===== src/hw/rtl/sha_pkg.sv =====
package sha_pkg;

  localparam int unsigned BlockWords = 16;
  localparam int unsigned Rounds     = 64;
  localparam int unsigned LenOffset  = 56;

  // cfg register index
  localparam logic [0:0] RegDigest224 = 1'b0;

  localparam logic [31:0] RoundK [64] = '{
    32'h428A2F98, 32'h71374491, 32'hB5C0FBCF, 32'hE9B5DBA5,
    32'h3956C25B, 32'h59F111F1, 32'h923F82A4, 32'hAB1C5ED5,
    32'hD807AA98, 32'h12835B01, 32'h243185BE, 32'h550C7DC3,
    32'h72BE5D74, 32'h80DEB1FE, 32'h9BDC06A7, 32'hC19BF174,
    32'hE49B69C1, 32'hEFBE4786, 32'h0FC19DC6, 32'h240CA1CC,
    32'h2DE92C6F, 32'h4A7484AA, 32'h5CB0A9DC, 32'h76F988DA,
    32'h983E5152, 32'hA831C66D, 32'hB00327C8, 32'hBF597FC7,
    32'hC6E00BF3, 32'hD5A79147, 32'h06CA6351, 32'h14292967,
    32'h27B70A85, 32'h2E1B2138, 32'h4D2C6DFC, 32'h53380D13,
    32'h650A7354, 32'h766A0ABB, 32'h81C2C92E, 32'h92722C85,
    32'hA2BFE8A1, 32'hA81A664B, 32'hC24B8B70, 32'hC76C51A3,
    32'hD192E819, 32'hD6990624, 32'hF40E3585, 32'h106AA070,
    32'h19A4C116, 32'h1E376C08, 32'h2748774C, 32'h34B0BCB5,
    32'h391C0CB3, 32'h4ED8AA4A, 32'h5B9CCA4F, 32'h682E6FF3,
    32'h748F82EE, 32'h78A5636F, 32'h84C87814, 32'h8CC70208,
    32'h90BEFFFA, 32'hA4506CEB, 32'hBEF9A3F7, 32'hC67178F2
  };

  localparam logic [31:0] Iv256 [8] = '{
    32'h6A09E667, 32'hBB67AE85, 32'h3C6EF372, 32'hA54FF53A,
    32'h510E527F, 32'h9B05688C, 32'h1F83D9AB, 32'h5BE0CD19
  };

  localparam logic [31:0] Iv224 [8] = '{
    32'hC1059ED8, 32'h367CD507, 32'h3070DD17, 32'hF70E5939,
    32'hFFC00B31, 32'h68581511, 32'h64F98FA7, 32'hBEFA4FA4
  };

  typedef enum logic [5:0] {
    StIdle  = 6'b000001,
    StPad   = 6'b000010,
    StRound = 6'b000100,
    StAdd   = 6'b001000,
    StLen   = 6'b010000,
    StOut   = 6'b100000
  } state_e;

  // round unit control from the sequencer
  typedef struct packed {
    logic       start;
    logic       step;
    logic [5:0] round;
  } rnd_ctrl_t;

  function automatic logic [31:0] rotr(logic [31:0] x, int unsigned n);
    return (x >> n) | (x << (32 - n));
  endfunction

endpackage


===== src/hw/rtl/sha_round.sv =====
module sha_round
  import sha_pkg::*;
(
  input  logic           clk_i,
  input  rnd_ctrl_t      ctrl_i,
  input  logic [31:0]    chain_i [8],
  input  logic [31:0]    block_i [16],
  output logic [31:0]    vars_o  [8]
);

  logic [31:0] v_q [8];
  logic [31:0] w_q [16];
  logic [31:0] w_new, w_t, t1, t2, a, e;
  logic [3:0]  idx;

  assign idx = ctrl_i.round[3:0];
  assign a   = v_q[0];
  assign e   = v_q[4];

  // message schedule word for this round
  always_comb begin
    w_new = (rotr(w_q[idx - 4'd2], 17) ^ rotr(w_q[idx - 4'd2], 19) ^ (w_q[idx - 4'd2] >> 10))
          + w_q[idx - 4'd7]
          + (rotr(w_q[idx - 4'd15], 7) ^ rotr(w_q[idx - 4'd15], 18) ^ (w_q[idx - 4'd15] >> 3))
          + w_q[idx];
    w_t = ctrl_i.round[5:4] == 2'd0 ? w_q[idx] : w_new;
    t1 = v_q[7] + (rotr(e, 6) ^ rotr(e, 11) ^ rotr(e, 25))
       + ((e & v_q[5]) ^ (~e & v_q[6])) + RoundK[ctrl_i.round] + w_t;
    t2 = (rotr(a, 2) ^ rotr(a, 13) ^ rotr(a, 22))
       + ((a & v_q[1]) ^ (a & v_q[2]) ^ (v_q[1] & v_q[2]));
  end

  // working variables and schedule window
  always_ff @(posedge clk_i) begin
    if (ctrl_i.start) begin
      v_q <= chain_i;
      w_q <= block_i;
    end else if (ctrl_i.step) begin
      w_q[idx] <= w_t;
      for (int i = 7; i > 0; i--) begin
        if (i != 4) v_q[i] <= v_q[i-1];
      end
      v_q[4] <= v_q[3] + t1;
      v_q[0] <= t1 + t2;
    end
  end

  assign vars_o = v_q;

endmodule


===== config.mk =====
export PLATFORM = sky130hd
export DESIGN_NAME = sha_round
export DESIGN_NICKNAME = d
export VERILOG_FILES = /design/src/hw/rtl/sha_pkg.sv /design/src/hw/rtl/sha_round.sv
export SDC_FILE = /design/constraint.sdc
export NUM_CORES = 2
export LEC_CHECK = 0
export ABC_AREA = 1
export CORE_AREA = 2 2 397 399
export CTS_CLUSTER_DIAMETER = 50
export DETAILED_ROUTE_END_ITERATION = 8
export DIE_AREA = 0 0 399 401
export DONT_BUFFER_PORTS = 1
export SLEW_MARGIN = 20
export SYNTH_ARGS = -nofsm -noshare
export SYNTH_HDL_FRONTEND = slang
export SYNTH_SLANG_ARGS = --single-unit

===== constraint.sdc =====
create_clock -name clk_i -period 21.3 [get_ports clk_i]
set_input_delay 2.13 -clock clk_i [delete_from_list [all_inputs] [get_ports clk_i]]
set_output_delay 2.13 -clock clk_i [all_outputs]
set_load 0.01 [all_outputs]

Word-level counts from Yosys, hierarchy flattened
Memory sizes are Yosys's and may differ from the RTL's.
Cells that the tools add are included.
Widths: inputs -> output; s select.
{ "totals": {"reg_bits": 768, "latchBits": 0, "mem_bits_rw": 0, "mem_bits_ro": 2048, "out_inout_bits": 256, "wordCells": 101, "mem_count": 1} }
{ "memory_table": {"columns": ["memory", "depth", "width", "rd", "rd_ports_with_merged_regs", "wr", "line_no", "text"], "rows": [
  ["(name not given)", 64, 32, 1, 0, 0, "sha_round.sv:28", "+ ((e & v_q[5]) ^ (~e & v_q[6])) + RoundK[ctrl_i.round] + w_t;"]
]} }
{ "classes": {"add_sub_neg": 13, "n_mul": 0, "n_div": 0, "n_lt_le_gt_ge": 6, "n_eq_ne": 0, "n_shift": 0, "muxes": 22, "n_bitwise": 32, "reduce_logical": 3} }
{ "ops": {"columns": ["operator", "count"], "rows": [
  ["$mux 512", 2],
  ["$bmux 32 s4", 4],
  ["$bwmux 512", 1],
  ["$mux 256", 2],
  ["$mux 32", 12],
  ["$add 32x32->32", 10],
  ["$xor 32x32->32", 9],
  ["$and 32x32->32", 5],
  ["$demux 32 s4", 1],
  ["$not 32->32", 1],
  ["$or 10x32->32", 1],
  ["$or 13x32->32", 1],
  ["$or 14x32->32", 1],
  ["$or 15x32->32", 1],
  ["$or 19x32->32", 1],
  ["$or 21x32->32", 1],
  ["$or 25x32->32", 1],
  ["$or 26x32->32", 1],
  ["$or 30x32->32", 1],
  ["$or 7x32->32", 1],
  ["$xor 32x22->32", 1],
  ["$xor 32x29->32", 1],
  ["$ge 5x5->1 const B", 4],
  ["$not 4->5", 4],
  ["other kinds (9)", 9]
]} }

Depth between registers and ports, before layout
{ "logic_depth": {"ltp_word": 16, "mapped_depth": 70, "ltp_nobuf": 61} }

Least setup slack after synthesis
OpenSTA, ideal clock, no wires.
{ "synth_timing": {"kind": "input-to-reg", "startpoint": "input port ctrl_i[1] (netlist name)", "endpoint": "register v_q, in the netlist a[31] (data pin)", "setup_ns": 0.254, "arrival_time_ns": 13.080, "required_ns": 21.046, "slack_ns": 7.966, "stages": 65, "path_buffers": 8, "cell_sequence": "buf_4 > inv_4 > buf_2 > clkbuf_1 > clkbuf_1 > ha_1 > inv_1 > ha_1 > clkbuf_1 > inv_1 > buf_2 > buf_1 > a31oi_4 > xor2_1 > xor2_1 > fa_1 > inv_1 > fa_1 > (+29 left out) > o211ai_1 > a21oi_1 > or2_0 > nand2_1 > inv_1 > fa_1 > inv_1 > ha_1 > nand2_1 > nor2_1 > and2_1 > a221oi_1 > nand2_1 > xor2_1 > inv_1 > nand3_1 > nand3_1 > nand2_1"} }
{ "synth_between": {"elab_chain_len": 16, "elab_cells_between_ends": 40, "cone_classes": "add/sub (9); mux (17); bitwise (13); memory (1)"} }
{ "synth_rtl": {"columns": ["item", "line_no", "text"], "rows": [
  ["from (decl)", "sha_round.sv:5", "input rnd_ctrl_t ctrl_i,"],
  ["$sub 4x2->4", "sha_round.sv:22", "w_new = (rotr(w_q[idx - 4'd2], 17) ^ rotr(w_q[idx - 4'd2], 19) ^ (w_q[idx - 4'd2] >> 10))"],
  ["$not 4->5 (implied by the code)", "sha_round.sv:22", null],
  ["$bmux 32 s4", "sha_round.sv:22", null],
  ["$mux 32 (implied by the code) (2 in a row)", "sha_round.sv:22", null],
  ["$or 15x32->32 / $or 13x32->32 (equally long branches)", "sha_pkg.sv:56", "return (x >> n) | (x << (32 - n));"],
  ["$xor 32x32->32", "sha_round.sv:22", null],
  ["$xor 32x22->32", "sha_round.sv:22", null],
  ["$add 32x32->32", "sha_round.sv:23", "+ w_q[idx - 4'd7]"],
  ["$add 32x32->32", "sha_round.sv:24", "+ (rotr(w_q[idx - 4'd15], 7) ^ rotr(w_q[idx - 4'd15], 18) ^ (w_q[idx - 4'd15] >> 3))"],
  ["$add 32x32->32", "sha_round.sv:25", "+ w_q[idx];"],
  ["$mux 32", "sha_round.sv:26", "w_t = ctrl_i.round[5:4] == 2'd0 ? w_q[idx] : w_new;"],
  ["$add 32x32->32 *", "sha_round.sv:28", null],
  ["$add 32x32->32 *", "sha_round.sv:44", "v_q[0] <= t1 + t2;"],
  ["$mux 256 *", "sha_round.sv:38", "end else if (ctrl_i.step) begin"],
  ["$mux 256 *", "sha_round.sv:35", "if (ctrl_i.start) begin"],
  ["to (signal assigned)", "sha_round.sv:36", "v_q <= chain_i;"],
  ["to (signal, indexed assignment)", "sha_round.sv:41", "if (i != 4) v_q[i] <= v_q[i-1];"],
  ["to (decl)", "sha_round.sv:11", "logic [31:0] v_q [8];"]
]} }
Every way passes the cells marked *; elsewhere a longest branch is shown, timed or not. The select of a mux whose other input is x is not followed.
A chain may end at the register's enable or synchronous reset.

Final worst setup path
{ "layout_timing": {"startpoint": "input port ctrl_i[0] (netlist name)", "endpoint": "register v_q, in the netlist a[28] (data pin)"} }
Same word-level chain as after synthesis.

==> reports/metrics.yaml <==
endpoint_kind: "flip-flop"
ctsResizeCount: 0
slew_headroom_pct: 18.38
synth_top_area_share_pct: 37.60
min-delay-path-class: "flip-flop to flip-flop"
worstReg2RegEnd: "a[28]"
path_class: "input pin to flip-flop"
fin_area_um2: 66510
ys_seq_elements: 768
grt_use_met1_pct: 46.70
grt_pass1_vias: 55970
drt-wirelength-per-cell_um: 34.92
yosysUniqueCellTypes: 76
ant_nets: 0
grt_use_met2_pct: 67.34
nets: 8682
grt_max_degree: 924
syn_inst: 7856
critPathSlowestCell: "ha_4"
synth_top_area_cell: "edfxtp_1"
slowest_delay_ps: 740
cp_data_arrival_time_ps: 16510
root_buffer: "clkbuf_16"
grt_pass1_wl_um: 456900
clock_latency_ps: 840
rrSetupSlack_ps: 8480
max-cap-violations: 0
port-buffer-count: 0
top_usage_layer: "met2"
synth_edf_count: 768
hold_viol_final: 0
firstDrtPassIters: 9
ff2ff_path_depth: 51
worstHoldPathCells: 2
drv_slew: 0
synth.net_count: 8966
finalCritPeriodShare_pct: 74.91
postCtsSetupRepairBufs: 0
rr_startpoint: "w_q[332]"
gp_congestion: 1.061
finalClockSkew_ps: 108.5
critPathRequiredTime_ps: 21850
synth_warnings: 0
drt_iter0_drc: 7990
status: "finished, violations left"
worstHoldStart: "vars_o[63]"
dp_hpwl_um: 266200
clk_path_buf_depth: 3
final_layout_size_suffix_gt1_share_pct: 6.458
vias: 59200
netlist_top_cells_area: "edfxtp_1, nand2_1, o21ai_0"
cts_made_buffers: 111
core_area_um2: 155700
yosysMostFrequentCell: "nand2_1"
postCtsHoldBufs: 0
synthToLayoutAreaGrowth_pct: 8.431
track_usage_pct: 41.29
whs_ps: 656.1
fin_crit_ps: 15960
timing.fmax_ghz: 0.06267
grt_util_met3_pct: 9.918
syn_area_per_cell_um2: 7.808
die_area_um2: 160000
finalSetupViolCount: 0
ys_seq_area_share_pct: 37.60
cts_sinks: 768
setup_tns_ps: 0
placementRows: 145
clk_pin_slew_worst_paths_ps: 60
yosys-top-cells-count: "nand2_1, o21ai_0, inv_1"
wl_um: 340100
dieHeight_um: 401
crit_fanout: 277
rsz0062_at_grt: "false"
dpl_cell_area_um2: 62540
violations: "DRC"
cp_common_cell: "nand2_1"
worstSetupStartpointType: "input pin"
antenna_found_initial: 51
synth_ff_type: "edfxtp_1"
worst_pin_slew_ps: 1211
min_to: "vars_o[31]"
synthArstFlopShare_pct: 0
cts_tree: "yes"
htreeDepth: 3
viasPerCell: 6.078
die_w_um: 399
critPathLaunch: "ctrl_i[0]"
start_util_pct: 39.40
overflow: 0
synth_area_um2: 61340
ios: 1033
drc: 2
==> per-stage QoR <==
step	worst slack [ps]	std cells	util, %
after CTS	6518	9716	42.58
final	5344	9741	42.73
after detailed placement	5561	9510	40.18
after floorplan	7966	7856	-
after global placement	5871	9510	40.18
after global routing	4654	9729	42.71
==> cells in the final DEF, fill, tap and decap left out, types with 179 or more instances in the layout <==
master | netlist | routed
a21oi_1 | 351 | 350
nand3_1 | 304 | 304
inv_1 | 843 | 830
o21ai_1 | 192 | 189
o21ai_0 | 1125 | 1107
xor2_1 | 179 | 179
edfxtp_1 | 768 | 768
fa_1 | 187 | 187
nor2_1 | 373 | 369
nand2_1 | 2128 | 2126
==> kinds of logic (layout without fill, tap and decap cells) <==
logic type	after synthesis	after routing	synth area share, %
compound gates	2086	2086	19.26
xor+xnor	294	294	4.198
simple gates	2924	2924	18.97
flops	768	768	37.60
fa+ha+maj	333	333	9.082
other cells	0	18	0
buf+inv	1371	1180	9.416
mux	80	80	1.475
==> worst max-delay path by stage <==
stage	slack, ps	endpoint
finish	5340	a[28]
detailed placement	5560	a[28]
floorplan	7970	a[31]
CTS	6520	a[28]
global placement	5870	a[28]
global route	4650	a[28]
==> state kept, by name, summed over array words and instances, names as in the netlist <==
signal	flops
a	32
e	32
w_q	512
vars_o	192
==> final cells by class <==
type	instances	area, um2
Multi-Input combinational cell	5717	32830
Antenna cell	18	45.04
Tap cell	2058	2575
Timing Repair Buffer	119	1039
Clock inverter	81	904.6
Inverter	855	3224
Clock buffer	125	2830
Sequential cell	768	23060
Fill cell	15830	89150
==> worst max-delay path: cells and delay by family <==
family	cells	cell delay (ps)
XOR/XNOR	4	980
buffers and inverters	12	2560
adder cells (fa/ha/maj)	12	5240
AO/OA/AOI/OAI	10	2900
multiplexers	1	190
AND/OR/NAND/NOR	18	2060
==> metal layers <==
layer  share of wire [%]  wire (um)  up-vias
met5               0.089        302        -
met1                  35     118200    28560
met2                  47     159200     3842
li1                    -          -    25810
met4                 9.0      30600       46
met3                 9.4      31810      946
Power is left out: the tool's default activity adds up to more than one toggle a clock period on the data nets, which glitch-free logic cannot reach.
